File: config.mk
export PLATFORM = sky130hd
export DESIGN_NAME = rtcs_ofifo
export DESIGN_NICKNAME = d
export VERILOG_FILES = /design/src/design/rtcs_pkg.sv /design/src/design/rtcs_ofifo.sv
export SDC_FILE = /design/constraint.sdc
export NUM_CORES = 1
export LEC_CHECK = 0
export BUFFER_PORTS_ARGS = -buffer_cell sky130_fd_sc_hd__buf_2
export CORE_ASPECT_RATIO = 0.9
export CORE_MARGIN = 2
export CORE_UTILIZATION = 51
export CTS_BUF_LIST = sky130_fd_sc_hd__clkbuf_4
export CTS_CLUSTER_DIAMETER = 60
export CTS_CLUSTER_SIZE = 16
export DETAILED_ROUTE_END_ITERATION = 16
export HOLD_SLACK_MARGIN = 0.03
export PLACE_DENSITY_LB_ADDON = 0.25
export SLEW_MARGIN = 20
export SYNTH_ARGS = -nofsm -noshare
export SYNTH_HDL_FRONTEND = slang
export SYNTH_SLANG_ARGS = --single-unit
File: constraint.sdc
create_clock -name clk -period 2.74 [get_ports clk]
set_input_delay 0.548 -clock clk [delete_from_list [all_inputs] [get_ports clk]]
set_output_delay 0.548 -clock clk [all_outputs]
set_load 0.02 [all_outputs]
File: src/design/rtcs_pkg.sv
package rtcs_pkg;

	localparam int PIX_W          = 8;
	localparam int FRAME_COUNT_W  = 4;
	localparam int FRAME_PIXELS_W = 15;
	localparam int APB_DATA_W     = 32;
	localparam int APB_ADDR_W     = 3;

	localparam int MAX_FRAMES_DEF = 8;
	localparam int MAX_PIXELS_DEF = 16384;
	localparam int MIN_FRAMES     = 3;

	localparam logic [FRAME_COUNT_W-1:0]  FRAME_COUNT_RST  = FRAME_COUNT_W'(3);
	localparam logic [FRAME_PIXELS_W-1:0] FRAME_PIXELS_RST = FRAME_PIXELS_W'(16384);

	localparam logic REG_FRAME_COUNT  = 1'b0;
	localparam logic REG_FRAME_PIXELS = 1'b1;

	localparam int FIFO_DEPTH = 3;
	localparam int LEVEL_W    = $clog2(FIFO_DEPTH + 1);
	localparam int FPTR_W     = $clog2(FIFO_DEPTH);

	typedef struct packed {
		logic emit;
		logic last;
	} ctrl_t;

	typedef struct packed {
		logic [PIX_W-1:0] red;
		logic [PIX_W-1:0] green;
		logic [PIX_W-1:0] blue;
		logic             last;
	} out_item_t;

endpackage

File: src/design/rtcs_ofifo.sv
module rtcs_ofifo (
	input  logic                           clk,
	input  logic                           arst_n,
	input  logic                           push,
	input  rtcs_pkg::out_item_t            push_item,
	input  logic                           pop,
	output logic [rtcs_pkg::LEVEL_W-1:0]   level,
	output rtcs_pkg::out_item_t            head
);

	import rtcs_pkg::*;

	out_item_t         entry_q [FIFO_DEPTH];
	logic [FPTR_W-1:0] wr_ptr_q;
	logic [FPTR_W-1:0] rd_ptr_q;
	logic [LEVEL_W-1:0] level_q;

	function automatic logic [FPTR_W-1:0] ptr_next(input logic [FPTR_W-1:0] p);
		if (p == FPTR_W'(FIFO_DEPTH - 1)) begin
			ptr_next = '0;
		end else begin
			ptr_next = p + FPTR_W'(1);
		end
	endfunction

	assign level = level_q;
	assign head  = entry_q[rd_ptr_q];

	always_ff @(posedge clk) begin
		if (push) begin
			entry_q[wr_ptr_q] <= push_item;
		end
	end

	always_ff @(posedge clk or negedge arst_n) begin
		if (!arst_n) begin
			wr_ptr_q <= '0;
			rd_ptr_q <= '0;
			level_q  <= '0;
		end else begin
			if (push) begin
				wr_ptr_q <= ptr_next(wr_ptr_q);
			end
			if (pop) begin
				rd_ptr_q <= ptr_next(rd_ptr_q);
			end
			unique case ({push, pop})
				2'b10:   level_q <= level_q + LEVEL_W'(1);
				2'b01:   level_q <= level_q - LEVEL_W'(1);
				default: level_q <= level_q;
			endcase
		end
	end

endmodule

==> reports/qor.csv, run 1 <==
stage,metric,value,unit
outcome,outcome,"finished, final reports clean",
clocking,htree depth,3,
drt,Total Wirelength,4760,um
power_and_ir_drop,peak supply drop,0.455,mV
synthesis,largest area contributor in the netlist,edfxtp_1,
setup_path,cell depth of the worst flop-to-flop path,3,
synthesis,"Top FF cell, synth",edfxtp_1,
synthesis,dominant cells by area after synthesis,"edfxtp_1 (74%), mux2i_1 (8.5%), dfrtp_1 (4.9%), nand2_1 (3.2%), o21ai_1 (2.9%)",
setup_path,kind of critical path,reg2out,
setup_path,WP data required,2.19,ns
clocking,Worst-Skew Late Latency,0.39,ns
synthesis,count of cell types in the netlist,21,
synthesis,"Async S/R FF share, synth",7.41,%
synthesis,sequential cell area fraction in the yosys report,78.5,%
clocking,Num CTS Buffers,9,
power_and_ir_drop,P per Cell Area,871,nW/um^2
synthesis,Post-synth EDFFs,75,
synthesis,Mapped Nets,211,
power_and_ir_drop,P_sw,0.947,mW
clocking,Post-CTS Setup Bufs,0,
drt,via count,1618,
worst_hold_path,Hold Path Class,in2reg,
sta,Final Max Tran Viols,0,
drt,DRC,0,
sta,worst slew pin tran,0.541,ns
finish,fin cells,320,
synthesis,Synth warnings,0,
setup_path,r2r setup slk,1.22,ns
placed_design,pre-CTS setup slack,0.928,ns
placed_design,post-DP HPWL,3130,um
global_routing,grt ovf,0,
sta,Post-Route Setup TNS,0,ns
power_and_ir_drop,internal power,2.16,mW
power_and_ir_drop,Pleak,1.37,nW
finish,most frequent cells in the layout,"edfxtp_1 (75), buf_2 (55), mux2i_1 (26), nand2_1 (26), o21ai_1 (18)",
synthesis,Mapped Avg Cell Area,16.9,sq um
placed_design,RePlAce Congestion,0.708,
global_routing,Total GRT Usage,15.7,%
power_and_ir_drop,Clk pwr share,20.3,%
sta,Achievable Freq,446,MHz
worst_hold_path,hold path depth,1,
setup_path,Worst R2R Start,wr_ptr_q[0]$_DFFE_PN0P_,
sta,Worst Skew,0.00627,ns
global_routing,vias in the first global route,1561,
clocking,CTS max path bufs,2,
global_routing,first-pass GRT wire length,7650,um
sta,final hold violation count,0,
clocking,clock tree root buffer cell,clkbuf_4,
sta,post-route setup slack,0.499,ns
placed_design,# port buffers,55,
sta,RSZ-0062 raised after global routing,false,
finish,NumNets Final,276,
sta,Final Cycle Share,81.8,%
floorplan,IO Count,56,
synthesis,"flops & latches, synth",81,
setup_path,Max Fanout on Critical Path,36,
clocking,hold-fix buffers at CTS,1,
clocking,PostCTS Resize Cnt,0,
drt,Initial DRC Count,68,
global_routing,largest net degree at the start of global routing,37,
clocking,CTS tree,done,
drt,First-pass DRT Iterations,4,
floorplan,DIE HEIGHT,77.5,um
setup_path,FF-to-FF End,entry_q[1][15]$_DFFE_PP_,
finish,ratio of cells with drive above 1 in the final layout,32.4,%
setup_path,Worst setup SP type,flop,
finish,area grow syn2layout,16.7,%
floorplan,core area,5730,sq um
finish,"commonest non-fill, non-tap cell in the layout",edfxtp_1,
worst_hold_path,worst hold endpoint,entry_q[0][9]$_DFFE_PP_,
power_and_ir_drop,Comb pwr share,25.9,%
setup_path,CP arrival,1.69,ns
synthesis,Yosys top cell area share,73.6,%
global_routing,antenna violations before repair,0,
floorplan,floorplan row count,26,
worst_hold_path,HP Start,push_item[9],
floorplan,die width,85.7,um
drt,DR WL/cell,14.9,um
run,max-cap violations,0,
finish,ant diodes,0,
clocking,clock sinks,81,
synthesis,Mapped Area,3060,sq um
placed_design,placed cell count,304,
floorplan,DIE AREA,6640,sq um
drt,Via density,5.06,
power_and_ir_drop,Switching Fraction,30.4,%
setup_path,CP Capture Type,primary output,
synthesis,Post-Syn Instances,181,
sta,# setup viols final,0,
floorplan,Starting Density,53.5,%
power_and_ir_drop,sequential power share,53.8,%
sta,slew margin rel.,63.9,%
drt,Routed Antenna Nets,0,
sta,Tmin final,2.24,ns
clocking,clock slew at reported path FFs,0.11,ns
[per-layer routing]
metal  up-vias  wire length [um]  global-route usage (%)
li1        808                 -                       -
met1       760              2100                    19.1
met2        45              2310                    25.5
met3         5               301                    7.23
met4         0                48                    4.29
met5         -                 0                       0
[cell type report]
class	count	area (sq um)
Clock buffer	11	82.6
Fill cell	456	2150
Timing Repair Buffer	62	343
Tap cell	70	87.6
Clock inverter	4	45.0
Inverter	2	7.51
Sequential cell	81	2400
Multi-Input combinational cell	90	603
[stage by stage]
stage / area (sq um) / total power, mW / hold WS (ns) / utilization, %
2_1_floorplan: 3070 / 2.25 / 0.252 / -
3_3_place_gp: 3430 / 2.51 / 0.382 / 60.0
3_5_place_dp: 3430 / 2.52 / 0.385 / 60.0
4_1_cts: 3570 / 3.15 / 0.320 / 62.4
5_1_grt: 3570 / 3.29 / 0.304 / 62.4
6_report: 3570 / 3.11 / 0.352 / 62.4
[logic make-up (layout without fill, tap and decap cells)]
kind of cell               Yosys count  after routing  synth area share (%)
muxes                               26             26                  8.50
buffers and inverters               10             79                  2.62
DFF                                 81             81                  78.5
and+or+nand+nor                     32             32                  4.25
xor gates and xnor gates             3              3                 0.859
AOI/OAI and AO/OA                   28             28                  4.86
adders and majority gates            1              1                 0.409
[worst max-delay path, stage by stage, from the launching register on]
cell,delay (ns)
dfrtp_1,0.70
buf_12,0.26
nand2_1,0.06
o21ai_0,0.08
buf_2,0.19
[flip-flops by register name (all words and copies together), names as in the netlist]
signal    cells
entry_q      75
wr_ptr_q      2
level         2
rd_ptr_q      2
[power by group through the flow]
stage,sequential (mW),combinational (mW),clock (mW)
after floorplan,1.69,0.554,0
after global placement,1.70,0.813,0
after detailed placement,1.70,0.820,0
after CTS,1.68,0.823,0.654
after global routing,1.69,0.883,0.709
final,1.67,0.806,0.631
[worst max-delay path by stage]
stage | startpoint | endpoint | slack [ns] | cells after the start
floorplan | push | entry_q[1][0]$_DFFE_PP_ | 0.64 | 2
global placement | rd_ptr_q[1]$_DFFE_PN0P_ | head[0] | 0.94 | 4
detailed placement | rd_ptr_q[1]$_DFFE_PN0P_ | head[0] | 0.93 | 4
CTS | rd_ptr_q[1]$_DFFE_PN0P_ | head[0] | 0.46 | 4
global route | rd_ptr_q[1]$_DFFE_PN0P_ | head[13] | 0.34 | 4
finish | rd_ptr_q[1]$_DFFE_PN0P_ | head[0] | 0.50 | 4
[cell usage after synthesis, types with 2 or more instances]
library cell	count
a21o_1	2
buf_12	2
buf_2	2
clkbuf_1	3
dfrtp_1	6
edfxtp_1	75
mux2i_1	26
nand2_1	26
nand2b_1	2
nor2_1	2
o21ai_0	7
o21ai_1	18
xnor2_1	2
Note: power is estimated with default switching activity, not from simulation.
==> run 2, diff against run 1 <==
CORE_UTILIZATION = 55   (was 51)
clock period = 2.3 ns   (was 2.74 ns; I/O delays follow)
==> reports/qor.csv, run 2 (synthesis gave the netlist of run 1 again) <==
stage,metric,value,unit,change
outcome,outcome,"finished, final reports clean",,
drt,Total Wirelength,4830,um,+1.6%
clocking,Num CTS Buffers,9,,unchanged
placed_design,pre-CTS setup slack,0.642,ns,-0.285 ns
finish,ratio of cells with drive above 1 in the final layout,34.1,%,+1.7 points
worst_hold_path,worst hold endpoint,entry_q[2][14]$_DFFE_PP_,,
finish,area grow syn2layout,18.6,%,
setup_path,CP max stage cell,dfrtp_2,,
drt,Routed Antenna Nets,0,,unchanged
global_routing,largest net degree at the start of global routing,35,,-5.4%
setup_path,Top delay family on crit path,flip-flops,,
clocking,clock slew at reported path FFs,0.11,ns,about the same
sta,Post-Route Setup TNS,0,ns,unchanged
sta,Worst Skew,0.00526,ns,-0.00101 ns
sta,Final Hold Slack,0.251,ns,-0.102 ns
setup_path,Max Fanout on Critical Path,34,,-5.6%
clocking,PostCTS Resize Cnt,0,,unchanged
clocking,Post-CTS Setup Bufs,0,,unchanged
placed_design,# port buffers,55,,unchanged
worst_hold_path,Hold Path Class,in2reg,,
placed_design,RePlAce Congestion,0.706,,-0.25%
setup_path,Critical Path Stages,4,,unchanged
clocking,CTS max path bufs,2,,unchanged
setup_path,WP data required,1.84,ns,-0.35 ns
power_and_ir_drop,P per Cell Area,1060,nW/um^2,+22%
power_and_ir_drop,Pleak,1.40,nW,+2.1%
worst_hold_path,hold path depth,1,,unchanged
setup_path,Critical Path Max Stage Delay,0.60,ns,-0.10 ns
setup_path,number of buffers and inverters on the critical path,2,,unchanged
setup_path,worst path cell trace,"buf_12, nand2_1, o21ai_1, buf_2",,
global_routing,vias in the first global route,1643,,+5.3%
sta,worst slew pin tran,0.494,ns,-0.0473 ns
finish,Top reg by flops,entry_q,,
finish,max reg flops,75,,unchanged
floorplan,floorplan row count,25,,-3.8%
setup_path,FF-to-FF End,entry_q[1][6]$_DFFE_PP_,,
finish,NumNets Final,280,,+1.4%
setup_path,Worst R2R Start,wr_ptr_q[0]$_DFFE_PN0P_,,
global_routing,Total GRT Usage,17.3,%,+1.6 points
finish,ant diodes,0,,unchanged
finish,most frequent cells in the layout,"edfxtp_1 (75), buf_2 (55), mux2i_1 (26), nand2_1 (26), o21ai_1 (18)",,
drt,Initial DRC Count,65,,-4.4%
sta,# setup viols final,0,,unchanged
setup_path,cell depth of the worst flop-to-flop path,3,,unchanged
floorplan,DIE AREA,6180,sq um,-6.9%
clocking,hold-fix buffers at CTS,1,,unchanged
global_routing,grt peak-use layer,met2,,
sta,final hold violation count,0,,unchanged
run,max-cap violations,0,,unchanged
global_routing,antenna violations before repair,0,,unchanged
global_routing,GR Util met2,28.6,%,+3.0 points
finish,"commonest non-fill, non-tap cell in the layout",edfxtp_1,,
floorplan,DIE HEIGHT,74.8,um,-3.5%
setup_path,r2r setup slk,0.75,ns,-0.47 ns
setup_path,CP Capture Type,primary output,,
global_routing,met3 usage,5.88,%,-1.4 points
placed_design,Placed Area,3460,sq um,+0.80%
setup_path,Worst setup SP type,flop,,
global_routing,met1 Use GR,20.6,%,+1.5 points
power_and_ir_drop,peak supply drop,0.667,mV,+47%
clocking,Worst-Skew Late Latency,0.40,ns,about the same
global_routing,grt ovf,0,,unchanged
floorplan,IO Count,56,,unchanged
drt,DR WL/cell,15.0,um,+0.95%
placed_design,post-DP HPWL,3300,um,+5.5%
sta,post-route setup slack,0.254,ns,-0.244 ns
clocking,htree depth,3,,unchanged
floorplan,core area,5320,sq um,-7.1%
sta,Final Max Tran Viols,0,,unchanged
sta,Achievable Freq,489,MHz,
clocking,clock tree root buffer cell,clkbuf_4,,
clocking,CTS tree,done,,
finish,fin area,3630,sq um,+1.6%
floorplan,die width,82.6,um,-3.5%
drt,First-pass DRT Iterations,4,,unchanged
floorplan,Starting Density,57.6,%,+4.1 points
drt,via count,1664,,+2.8%
drt,DRC,0,,unchanged
clocking,clock sinks,81,,unchanged
setup_path,CP arrival,1.59,ns,-0.10 ns
global_routing,first-pass GRT wire length,7470,um,-2.3%
setup_path,kind of critical path,reg2out,,
worst_hold_path,HP Start,push_item[14],,
drt,Via density,5.17,,+2.2%
sta,RSZ-0062 raised after global routing,false,,
sta,slew margin rel.,67.0,%,+3.1 points
sta,Final Cycle Share,88.9,%,
sta,Tmin final,2.05,ns,
## run 2: area by class of cell
type	count	area, sq um
Timing Repair Buffer	66	373
Inverter	2	7.51
Clock inverter	6	82.6
Clock buffer	10	75.1
Sequential cell	81	2400
Multi-Input combinational cell	90	603
Fill cell	384	1690
Tap cell	67	83.8
## run 2: layer usage
metal / up-vias / wire length (um)
met5: - / 0
met4: 0 / 71
met3: 10 / 239
met2: 41 / 2470
met1: 798 / 2060
li1: 815 / -
## run 2: how the worst max path moves through the flow
| stage | from | endpoint | slack [ns] |
|---|---|---|---|
| floorplan | push | entry_q[1][0]$_DFFE_PP_ | 0.28 |
| global placement | push | entry_q[0][1]$_DFFE_PP_ | 0.66 |
| detailed placement | push | entry_q[0][23]$_DFFE_PP_ | 0.64 |
| CTS | rd_ptr_q[1]$_DFFE_PN0P_ | head[6] | 0.19 |
| global route | rd_ptr_q[1]$_DFFE_PN0P_ | head[0] | 0.12 |
| finish | rd_ptr_q[1]$_DFFE_PN0P_ | head[6] | 0.25 |
## run 2: through the flow
stage | instances | utilization (%) | power (mW)
detailed placement | 305 | 65.1 | 3.03
finish | 322 | 68.2 | 3.86
global route | 322 | 68.2 | 4.07
floorplan | 181 | - | 2.68
global placement | 305 | 65.1 | 3.00
CTS | 322 | 68.2 | 3.90
## run 2: power breakdown
part	switching, mW	internal, mW	total (mW)
clock	0.435	0.448	0.883
sequential	0.113	1.89	2.00
combinational	0.611	0.363	0.974
total	1.16	2.70	3.86
