===== src/design/rtcs_pkg.sv =====
package rtcs_pkg;

	localparam int PIX_W          = 8;
	localparam int FRAME_COUNT_W  = 4;
	localparam int FRAME_PIXELS_W = 15;
	localparam int APB_DATA_W     = 32;
	localparam int APB_ADDR_W     = 3;

	localparam int MAX_FRAMES_DEF = 8;
	localparam int MAX_PIXELS_DEF = 16384;
	localparam int MIN_FRAMES     = 3;

	localparam logic [FRAME_COUNT_W-1:0]  FRAME_COUNT_RST  = FRAME_COUNT_W'(3);
	localparam logic [FRAME_PIXELS_W-1:0] FRAME_PIXELS_RST = FRAME_PIXELS_W'(16384);

	localparam logic REG_FRAME_COUNT  = 1'b0;
	localparam logic REG_FRAME_PIXELS = 1'b1;

	localparam int FIFO_DEPTH = 3;
	localparam int LEVEL_W    = $clog2(FIFO_DEPTH + 1);
	localparam int FPTR_W     = $clog2(FIFO_DEPTH);

	typedef struct packed {
		logic emit;
		logic last;
	} ctrl_t;

	typedef struct packed {
		logic [PIX_W-1:0] red;
		logic [PIX_W-1:0] green;
		logic [PIX_W-1:0] blue;
		logic             last;
	} out_item_t;

endpackage


===== src/design/rtcs_seq.sv =====
module rtcs_seq #(
	parameter int MAX_FRAMES = rtcs_pkg::MAX_FRAMES_DEF,
	parameter int MAX_PIXELS = rtcs_pkg::MAX_PIXELS_DEF
) (
	input  logic                                          clk,
	input  logic                                          arst_n,
	input  logic                                          flush,
	input  logic                                          advance,
	input  logic [rtcs_pkg::FRAME_COUNT_W-1:0]            frame_count,
	input  logic [rtcs_pkg::FRAME_PIXELS_W-1:0]           frame_pixels,
	output logic [$clog2(MAX_FRAMES)+$clog2(MAX_PIXELS)-1:0] wr_addr,
	output logic [$clog2(MAX_FRAMES)+$clog2(MAX_PIXELS)-1:0] mid_addr,
	output logic [$clog2(MAX_FRAMES)+$clog2(MAX_PIXELS)-1:0] old_addr,
	output rtcs_pkg::ctrl_t                               ctrl
);

	import rtcs_pkg::*;

	localparam int SW = $clog2(MAX_FRAMES);
	localparam int PW = $clog2(MAX_PIXELS);
	localparam int NW = $clog2(MAX_FRAMES + 1);

	logic [SW-1:0] write_slot_q;
	logic [PW-1:0] pos_q;
	logic [NW-1:0] filled_q;

	logic [NW-1:0] n_eff;
	logic [NW-1:0] old_back;
	logic [NW-1:0] mid_back;
	logic [PW-1:0] last_pos;
	logic [SW-1:0] mid_slot;
	logic [SW-1:0] old_slot;

	function automatic logic [SW-1:0] slot_back(input logic [SW-1:0] ws, input logic [NW-1:0] d);
		logic [SW:0] diff;
		diff = (SW+1)'(ws) - (SW+1)'(d);
		if (diff[SW]) begin
			slot_back = SW'(diff + (SW+1)'(MAX_FRAMES));
		end else begin
			slot_back = SW'(diff);
		end
	endfunction

	always_comb begin
		if (32'(frame_count) < 32'(MIN_FRAMES)) begin
			n_eff = NW'(MIN_FRAMES);
		end else if (32'(frame_count) > 32'(MAX_FRAMES)) begin
			n_eff = NW'(MAX_FRAMES);
		end else begin
			n_eff = NW'(frame_count);
		end
	end

	always_comb begin
		if (frame_pixels == '0) begin
			last_pos = '0;
		end else if (32'(frame_pixels) > 32'(MAX_PIXELS)) begin
			last_pos = PW'(MAX_PIXELS - 1);
		end else begin
			last_pos = PW'(frame_pixels - FRAME_PIXELS_W'(1));
		end
	end

	assign old_back = n_eff - NW'(1);
	assign mid_back = old_back - (n_eff >> 1);
	assign mid_slot = slot_back(write_slot_q, mid_back);
	assign old_slot = slot_back(write_slot_q, old_back);

	assign wr_addr   = {write_slot_q, pos_q};
	assign mid_addr  = {mid_slot, pos_q};
	assign old_addr  = {old_slot, pos_q};
	assign ctrl.emit = (filled_q >= old_back);
	assign ctrl.last = (pos_q == last_pos);

	always_ff @(posedge clk or negedge arst_n) begin
		if (!arst_n) begin
			write_slot_q <= '0;
			pos_q        <= '0;
			filled_q     <= '0;
		end else if (flush) begin
			write_slot_q <= '0;
			pos_q        <= '0;
			filled_q     <= '0;
		end else if (advance) begin
			if (ctrl.last) begin
				pos_q <= '0;
				if (write_slot_q == SW'(MAX_FRAMES - 1)) begin
					write_slot_q <= '0;
				end else begin
					write_slot_q <= write_slot_q + SW'(1);
				end
				if (filled_q != NW'(MAX_FRAMES)) begin
					filled_q <= filled_q + NW'(1);
				end
			end else begin
				pos_q <= pos_q + PW'(1);
			end
		end
	end

endmodule


===== config.mk =====
export PLATFORM = sky130hd
export DESIGN_NAME = rtcs_seq
export DESIGN_NICKNAME = d
export VERILOG_FILES = /design/src/design/rtcs_pkg.sv /design/src/design/rtcs_seq.sv
export SDC_FILE = /design/constraint.sdc
export NUM_CORES = 1
export LEC_CHECK = 0
export BUFFER_PORTS_ARGS = -buffer_cell sky130_fd_sc_hd__clkbuf_2
export CORE_ASPECT_RATIO = 0.6
export CORE_MARGIN = 2
export CORE_UTILIZATION = 40
export DETAILED_ROUTE_END_ITERATION = 8
export MAX_ROUTING_LAYER = met4
export SLEW_MARGIN = 20
export SYNTH_ARGS = -nofsm -noshare
export SYNTH_HDL_FRONTEND = slang
export SYNTH_SLANG_ARGS = --single-unit

===== constraint.sdc =====
create_clock -name clk -period 6.3 [get_ports clk]
set_input_delay 1.26 -clock clk [delete_from_list [all_inputs] [get_ports clk]]
set_output_delay 1.26 -clock clk [all_outputs]
set_load 0.01 [all_outputs]

==> flow_summary.toml, run 1 <==
[run_status]
outcome = "completed"

[synth]
ys_warn_count = 0
synthArstFlopShare = 1.000
synth_edf_count = 0
synth-seq-cells = 21
ys_top_cells_by_area = "dfrtp_1 (21%), buf_4 (8.8%), ha_1 (7.1%)"
synthCells = 295
avgSynthCellArea_um2 = 8.364
ys_seq_area_frac = 0.2130
synth.top_cell.area_share = 0.2130
synth_nets = 335
ys_types = 61
synth_ff_type = "dfrtp_1"
yosysTopAreaCell = "dfrtp_1"
synth_area_um2 = 2467

[timing]
slew_headroom = 0.4918
worstMarginPinSlew_ns = 0.7565
setup_viol = 0
period_minus_slack_ns = 5.694
slew_viol_final = 0
finalCritPeriodShare = 0.9039
skew_ns = 0.007515
rsz0062_at_grt = "false"
hold_viol_final = 0
final.setup.tns_ns = 0
fmax_mhz = 175.6

[placement]
dp_hpwl_um = 5035
port_buffers = 75
gp_congestion = 0.9353
placed_area_um2 = 2696

[pwr]
power.internal_mw = 0.2191
p_clk_frac = 0.277
cellLeakagePower_nw = 1.229
comb_power_share = 0.292
p_per_area_nw_per_um2 = 117.9
share_seq_of_total_power = 0.431
power.switching_mw = 0.1042
finalPower_mw = 0.3233
vdd_drop_max_mv = 0.06575
p_sw_frac = 0.3222

[finish]
syn_to_final_growth_pct = 11.11
mostFrequentLayoutCells = "clkbuf_2 (75), nor2_1 (26), nand2_1 (22), inv_1 (21), dfrtp_1 (21)"
layout-drive-gt1-share = 0.2827
finalInstanceArea_um2 = 2741
antenna_cells = 0
mostFrequentLayoutCell = "clkbuf_2"
nets = 377

[global_route]
antenna_found_initial = 0
grt_pass1_vias = 1885
grt_max_degree = 22
grt.overflow.total = 0
grtUsageTotal = 0.1908
grt_first_pass_wirelength_um = 9963

[clocking]
clock-root-buffer = "clkbuf_8"
clock-sinks = 21
cts_made_buffers = 3
clkTransAtPathRegs_ns = 0.08
cts_setup_buffers = 0
cts.repair.resized = 0
ctsHoldBuffers = 0
cts_tree = "yes"
worstSkewPairLatency_ns = 0.27
cts_buffer_depth = 2
htreeDepth = 1

[run]
cap_violations = 0

[critical_path]
r2r-end = "pos_q[13]"
critical_path.endpoint_type = "primary output"
rr_worst_depth = 7
cp-start-kind = "input pin"
critical_path.max_fanout = 8
worstPathRequired_ns = 5.04
crit_type = "input pin to primary output"
cp-startpoint = "frame_pixels[0]"
critPathArrivalTime_ns = 4.43
crit_path_end = "ctrl[0]"
reg2reg_from = "pos_q[5]"
rrSetupSlack_ns = 3.46

[die]
start_util = 0.4093
die-area_um2 = 6833
rows = 22
coreArea_um2 = 6028
io_pins = 76
die_w_um = 105.4
die-height_um = 64.84

[detailed_routing]
firstDrtPassIters = 4
viasPerCell = 5.295
via_count = 2224
ant_nets = 0
routedWlPerCell_um = 14.51
drc = 0
routed_wl_um = 6095
drt-initial-drc-count = 141

[min_path]
holdCritStartpoint = "write_slot_q[2]"
holdCritPathClass = "flop to flop"
[stage by stage]
step           hold slack (ns)  utilization  worst slack [ns]  instances
6_report                0.6018       0.4548            0.6057        420
5_1_grt                 0.6443       0.4548            0.4304        420
4_1_cts                 0.6142       0.4548            0.6062        420
3_5_place_dp            0.6034       0.4473            0.6101        416
3_3_place_gp            0.5893       0.4473            0.6855        416
2_1_floorplan           0.5586            -             1.159        295
[Yosys cell counts, types with 7 or more instances]
cell type / number
nor3_1: 8
nand2_1: 22
xor2_1: 12
inv_1: 21
clkbuf_1: 7
ha_1: 14
dfrtp_1: 21
nor2_1: 26
buf_4: 29
nand3_1: 9
xnor2_1: 16
nor4_1: 9
or3_1: 7
[per-layer routing]
metal / track usage / part of all wire
met5: - / 0
met4: 0.02167 / 0.0033
met3: 0.04225 / 0.085
met2: 0.2331 / 0.37
met1: 0.3116 / 0.54
[sequential cells by signal, summed over array words and instances (netlist names)]
name          cells
pos_q            14
filled_q          4
write_slot_q      3
[how the worst min path moves through the flow]
stage                     depth (start not counted)               to
after global placement                            2  write_slot_q[2]
after CTS                                         2  write_slot_q[2]
after global routing                              2      filled_q[1]
after detailed placement                          2  write_slot_q[2]
final                                             2  write_slot_q[2]
after floorplan                                   2      filled_q[2]
[worst max-delay path, stage by stage]
cell and delay, ns:
clkbuf_2 0.14, inv_1 0.13, ha_1 0.16, or4b_1 0.56, o31a_1 0.28, or4_1 0.50
a311o_1 0.33, a22oi_1 0.33, o211ai_4 0.19, nor3_2 0.35, clkbuf_2 0.20
[final cells by class]
class / count / area [µm²]
Clock buffer: 4 / 45.04
Fill cell: 614 / 3287
Inverter: 22 / 82.58
Multi-Input combinational cell: 213 / 1600
Sequential cell: 21 / 525.5
Tap cell: 84 / 105.1
Timing Repair Buffer: 76 / 382.9
[cell families (layout without fill, tap and decap cells)]
kind of cell / Yosys count / after routing / synth area share
AO/OA/AOI/OAI: 48 / 48 / 0.1608
XOR/XNOR: 28 / 28 / 0.09939
adder cells (fa/ha/maj): 17 / 17 / 0.09534
buffers and inverters: 61 / 102 / 0.1384
flip-flops: 21 / 21 / 0.2130
multiplexers: 9 / 9 / 0.03854
other: 1 / 1 / 0.001520
AND/OR/NAND/NOR: 110 / 110 / 0.2530
[power groups by stage]
stage | Sequential (mW) | Combinational [mW] | Clock (mW)
6_report | 0.139 | 0.0944 | 0.0895
5_1_grt | 0.140 | 0.107 | 0.0998
4_1_cts | 0.139 | 0.0947 | 0.0928
3_5_place_dp | 0.142 | 0.0941 | 0
3_3_place_gp | 0.142 | 0.0940 | 0
2_1_floorplan | 0.141 | 0.0622 | 0
Power figures use the tool's default switching activity.
==> run 2: changes to the inputs <==
--- a/config.mk
+++ b/config.mk
@@ -7,9 +7,10 @@
 export LEC_CHECK = 0
 export BUFFER_PORTS_ARGS = -buffer_cell sky130_fd_sc_hd__clkbuf_2
 export CORE_ASPECT_RATIO = 0.6
-export CORE_MARGIN = 2
+export CORE_MARGIN = 1
 export CORE_UTILIZATION = 40
 export DETAILED_ROUTE_END_ITERATION = 8
+export HOLD_SLACK_MARGIN = 0.06
 export MAX_ROUTING_LAYER = met4
 export SLEW_MARGIN = 20
 export SYNTH_ARGS = -nofsm -noshare
==> run 2 against run 1 <==
Critical endpoint unchanged. Total power increased by 0.84%. Sequential cell count did not move. Sequential share of layout area barely moved. Hold slack improved by 0.0087 ns.
==> flow_summary.toml, run 2 (synthesis results as in run 1) <==
[run_status]
outcome = "completed"

[finish]
syn_to_final_growth_pct = 10.90
top_regs = "pos_q: 14 flops, filled_q: 4 flops, write_slot_q: 3 flops"
mostFrequentLayoutCells = "clkbuf_2 (75), nor2_1 (26), nand2_1 (22), inv_1 (21), dfrtp_1 (21)"
mostFrequentLayoutCell = "clkbuf_2"
nets = 377
layout-drive-gt1-share = 0.2827
regMostFlops = "pos_q"
antenna_cells = 0
fin_util = 0.4755
largest_register_ffs = 14

[min_path]
whs_path_depth = 2
holdCritPathClass = "flop to flop"
hold_end = "write_slot_q[2]"
holdCritStartpoint = "write_slot_q[2]"

[timing]
skew_ns = 0.007051
finalCritPeriodShare = 0.9035
slew_viol_final = 0
period_minus_slack_ns = 5.692
fmax_mhz = 175.7
final.setup.tns_ns = 0
slew_headroom = 0.5189
setup_viol = 0
hold_viol_final = 0
worstMarginPinSlew_ns = 0.7161
rsz0062_at_grt = "false"

[detailed_routing]
ant_nets = 0
drc = 0
drt-initial-drc-count = 107
firstDrtPassIters = 4
routedWlPerCell_um = 15.18
via_count = 2218
routed_wl_um = 6315
viasPerCell = 5.332

[placement]
dp_hpwl_um = 5078
port_buffers = 75
gp_congestion = 0.8844

[clocking]
htreeDepth = 1
cts_buffer_depth = 2
worstSkewPairLatency_ns = 0.26
cts_tree = "yes"
clkTransAtPathRegs_ns = 0.08
cts_setup_buffers = 0
clock-root-buffer = "clkbuf_8"
cts_made_buffers = 3
cts.repair.resized = 0
ctsHoldBuffers = 0
clock-sinks = 21

[global_route]
grt_max_degree = 22
grt_pass1_vias = 1864
grt_first_pass_wirelength_um = 9970
antenna_found_initial = 0
grtUsageTotal = 0.2067
grt.overflow.total = 0

[die]
start_util = 0.4288
io_pins = 76
die-area_um2 = 6497
rows = 21
die-height_um = 62.84
die_w_um = 103.4
coreArea_um2 = 5754

[critical_path]
cp-start-kind = "input pin"
rrSetupSlack_ns = 3.48
crit_type = "input pin to primary output"
worstPathRequired_ns = 5.04
rr_worst_depth = 6
critPathArrivalTime_ns = 4.43
reg2reg_from = "pos_q[5]"
r2r-end = "filled_q[3]"
critical_path.max_fanout = 8
critical_path.endpoint_type = "primary output"

[run]
cap_violations = 0

[pwr]
cellLeakagePower_nw = 1.229
p_per_area_nw_per_um2 = 119.1
vdd_drop_max_mv = 0.06733
## run 2: cell counts in the layout (fill, tap and decap cells not counted)
Identical to the previous run, type by type.
## run 2: metal layers
layer / vias up / global-route usage / share of wire
met5: - / - / 0
met1: 1023 / 0.3488 / 0.57
li1: 1102 / - / -
met4: 0 / 0.01056 / 0.0013
met3: 2 / 0.04474 / 0.083
met2: 91 / 0.2467 / 0.35
## run 2: worst max-delay path, stage by stage
cell and delay (ns):
clkbuf_2 0.15, inv_1 0.14, ha_1 0.16, or4b_1 0.56, o31a_1 0.28, or4_1 0.50, a311o_1 0.32, a22oi_1 0.34
o211ai_4 0.20, nor3_2 0.33, clkbuf_2 0.20
## run 2: per-stage QoR
step / instance area (µm²) / hold WS (ns) / setup WS (ns) / total power, mW / std cells
after CTS: 2736 / 0.6108 / 0.6371 / 0.3284 / 416
after global placement: 2691 / 0.5877 / 0.6812 / 0.2374 / 412
after global routing: 2736 / 0.6445 / 0.3726 / 0.3430 / 416
after detailed placement: 2691 / 0.5985 / 0.6299 / 0.2369 / 412
final: 2736 / 0.6105 / 0.6078 / 0.3260 / 416
after floorplan: 2467 / 0.5586 / 1.159 / 0.2036 / 295
## run 2: layout make-up
cell class	instances	area (µm²)
repair buffers	76	382.9
flip-flops and latches	21	525.5
inverters	22	82.58
well taps	80	100.1
fillers	568	3018
multi-input cells	213	1600
clock buffers	4	45.04
## run 2: worst max-delay path by stage
stage | start | to | slack [ns]
2_1_floorplan | frame_pixels[0] | ctrl[0] | 1.16
3_3_place_gp | frame_pixels[0] | ctrl[0] | 0.68
3_5_place_dp | frame_pixels[2] | ctrl[0] | 0.63
4_1_cts | frame_pixels[2] | ctrl[0] | 0.64
5_1_grt | frame_pixels[2] | ctrl[0] | 0.37
6_report | frame_pixels[0] | ctrl[0] | 0.61
## run 2: power breakdown
part           switching, mW  internal, mW
clock network         0.0454        0.0451
registers            0.00361         0.136
logic                 0.0578        0.0383
total                  0.107         0.219
==> run 3: changes to the inputs <==
--- a/config.mk
+++ b/config.mk
@@ -8,10 +8,11 @@
 export BUFFER_PORTS_ARGS = -buffer_cell sky130_fd_sc_hd__clkbuf_2
 export CORE_ASPECT_RATIO = 0.6
 export CORE_MARGIN = 1
-export CORE_UTILIZATION = 40
+export CORE_UTILIZATION = 45
 export DETAILED_ROUTE_END_ITERATION = 8
 export HOLD_SLACK_MARGIN = 0.06
 export MAX_ROUTING_LAYER = met4
+export PLACE_DENSITY = 0.72
 export SLEW_MARGIN = 20
 export SYNTH_ARGS = -nofsm -noshare
 export SYNTH_HDL_FRONTEND = slang
==> run 3 against run 2 <==
Hold slack lost 0.0095 ns. Critical endpoint unchanged. Sequential cell count is the same. Global-route usage grew 2.3 points. Largest cell class unchanged. Cell count shrank 3.6%. Via count grew 2.1%. Die area shrank 11%.
==> flow_summary.toml, run 3 (synthesis results as in run 1) <==
[die]
io_pins = 76
start_util = 0.4786
rows = 20
die-area_um2 = 5793
die_w_um = 97.60
coreArea_um2 = 5155
die-height_um = 59.36

[placement]
pre_cts_slack_ns = 0.5690
gp_congestion = 0.9005
port_buffers = 75
dp_hpwl_um = 5142

[clocking]
ctsHoldBuffers = 0
clock-root-buffer = "clkbuf_8"
cts_buffer_depth = 2
clock-sinks = 21
cts.repair.resized = 0
worstSkewPairLatency_ns = 0.26
cts_setup_buffers = 0
htreeDepth = 1
cts_made_buffers = 3
clkTransAtPathRegs_ns = 0.08
cts_tree = "yes"

[global_route]
grt.overflow.total = 0
grt_max_degree = 22
grt_pass1_vias = 1957
grt_first_pass_wirelength_um = 10200
grtUsageTotal = 0.2301
antenna_found_initial = 0

[pwr]
vdd_drop_max_mv = 0.07214
finalPower_mw = 0.3234
cellLeakagePower_nw = 1.227
p_per_area_nw_per_um2 = 119.2

[timing]
finalCritPeriodShare = 0.9176
worstMarginPinSlew_ns = 0.9446
final.setup.tns_ns = 0
skew_ns = 0.005101
fmax_mhz = 173.0
setup_viol = 0
period_minus_slack_ns = 5.781
slew_viol_final = 0
rsz0062_at_grt = "false"
fin_ws_ns = 0.5194
hold_viol_final = 0
slew_headroom = 0.3634

[finish]
top_regs = "pos_q: 14 flops, filled_q: 4 flops, write_slot_q: 3 flops"
layout-drive-gt1-share = 0.2836
fin_util = 0.5262
nets = 376
mostFrequentLayoutCells = "clkbuf_2 (75), nor2_1 (26), nand2_1 (22), inv_1 (21), dfrtp_1 (21)"
regMostFlops = "pos_q"
antenna_cells = 0
syn_to_final_growth_pct = 9.939
largest_register_ffs = 14
mostFrequentLayoutCell = "clkbuf_2"

[run]
cap_violations = 0

[detailed_routing]
firstDrtPassIters = 4
ant_nets = 0
routedWlPerCell_um = 15.70
drc = 0
viasPerCell = 5.648
routed_wl_um = 6297
drt-initial-drc-count = 120
via_count = 2265

[critical_path]
path_cells = "clkbuf_2 -> or4_1 -> or3_1 -> nor4_4 -> a211oi_1 -> a2111oi_2 -> nand4_2 -> nor3_2 -> clkbuf_2"
cp_top_family = "simple AND/OR/NAND/NOR gates"
crit_type = "input pin to primary output"
cp-start-kind = "input pin"
worstPathRequired_ns = 5.04
cp_slowest_stage_delay_ns = 0.69
crit_top_cell = "clkbuf_2"
critical_path.endpoint_type = "primary output"
rrSetupSlack_ns = 3.32
critPathArrivalTime_ns = 4.52
critical_path_buf_inv_count = 2
critical_path.max_fanout = 10
cpMaxStageDelayCell = "or4_1"

[min_path]
holdCritPathClass = "flop to flop"

[run_status]
outcome = "completed"
run 3: cell types whose count changed in the layout (fill, tap and decap cells not counted), sizes merged:
cell / change
buf: -1
clkbuf: -1
clkinv: +1
run 3: metal layers:
metal | GRT usage | vias up | wire (µm)
met5 | - | - | 0
met4 | 0.01891 | 0 | 9
met3 | 0.04599 | 2 | 675
met2 | 0.3347 | 118 | 2659
met1 | 0.3414 | 1050 | 2952
li1 | - | 1095 | -
run 3: worst reg2reg max path, stage by stage, from the launching register on:
cell	delay [ns]
dfrtp_1	0.51
a32o_1	0.31
a221o_1	0.30
a2111oi_2	0.42
nand4_2	0.31
o41ai_2	0.83
nor2_1	0.13
run 3: area by class of cell:
type,instances,area [µm²]
Clock buffer,3,41.29
Clock inverter,1,5.005
Fill cell,502,2442
Inverter,22,82.58
Multi-Input combinational cell,213,1600
Sequential cell,21,525.5
Tap cell,66,82.58
Timing Repair Buffer,75,375.4
run 3: metrics by stage:
| step | cell area (µm²) | cells | hold slack, ns |
|---|---|---|---|
| 3_3_place_gp | 2666 | 397 | 0.5885 |
| 6_report | 2713 | 401 | 0.6010 |
| 3_5_place_dp | 2666 | 397 | 0.5844 |
| 5_1_grt | 2713 | 401 | 0.6334 |
| 2_1_floorplan | 2467 | 295 | 0.5586 |
| 4_1_cts | 2713 | 401 | 0.5961 |
run 3: path summary, 6_finish.rpt:
kind | cells after the start | from | end
worst max-delay path | 9 | frame_pixels[2] | ctrl[0]
worst min-delay path | 2 | write_slot_q[2] | write_slot_q[2]
worst max register to register | 6 | pos_q[5] | pos_q[6]
worst min register to register | 2 | write_slot_q[2] | write_slot_q[2]
max in group asynchronous | 1 | arst_n | pos_q[1]
min in group asynchronous | 1 | arst_n | pos_q[4]
run 3: where the power goes:
| part | internal (mW) | total (mW) | switching, mW |
|---|---|---|---|
| clock | 0.0440 | 0.0895 | 0.0455 |
| combinational | 0.0378 | 0.0945 | 0.0567 |
| sequential | 0.136 | 0.139 | 0.00354 |
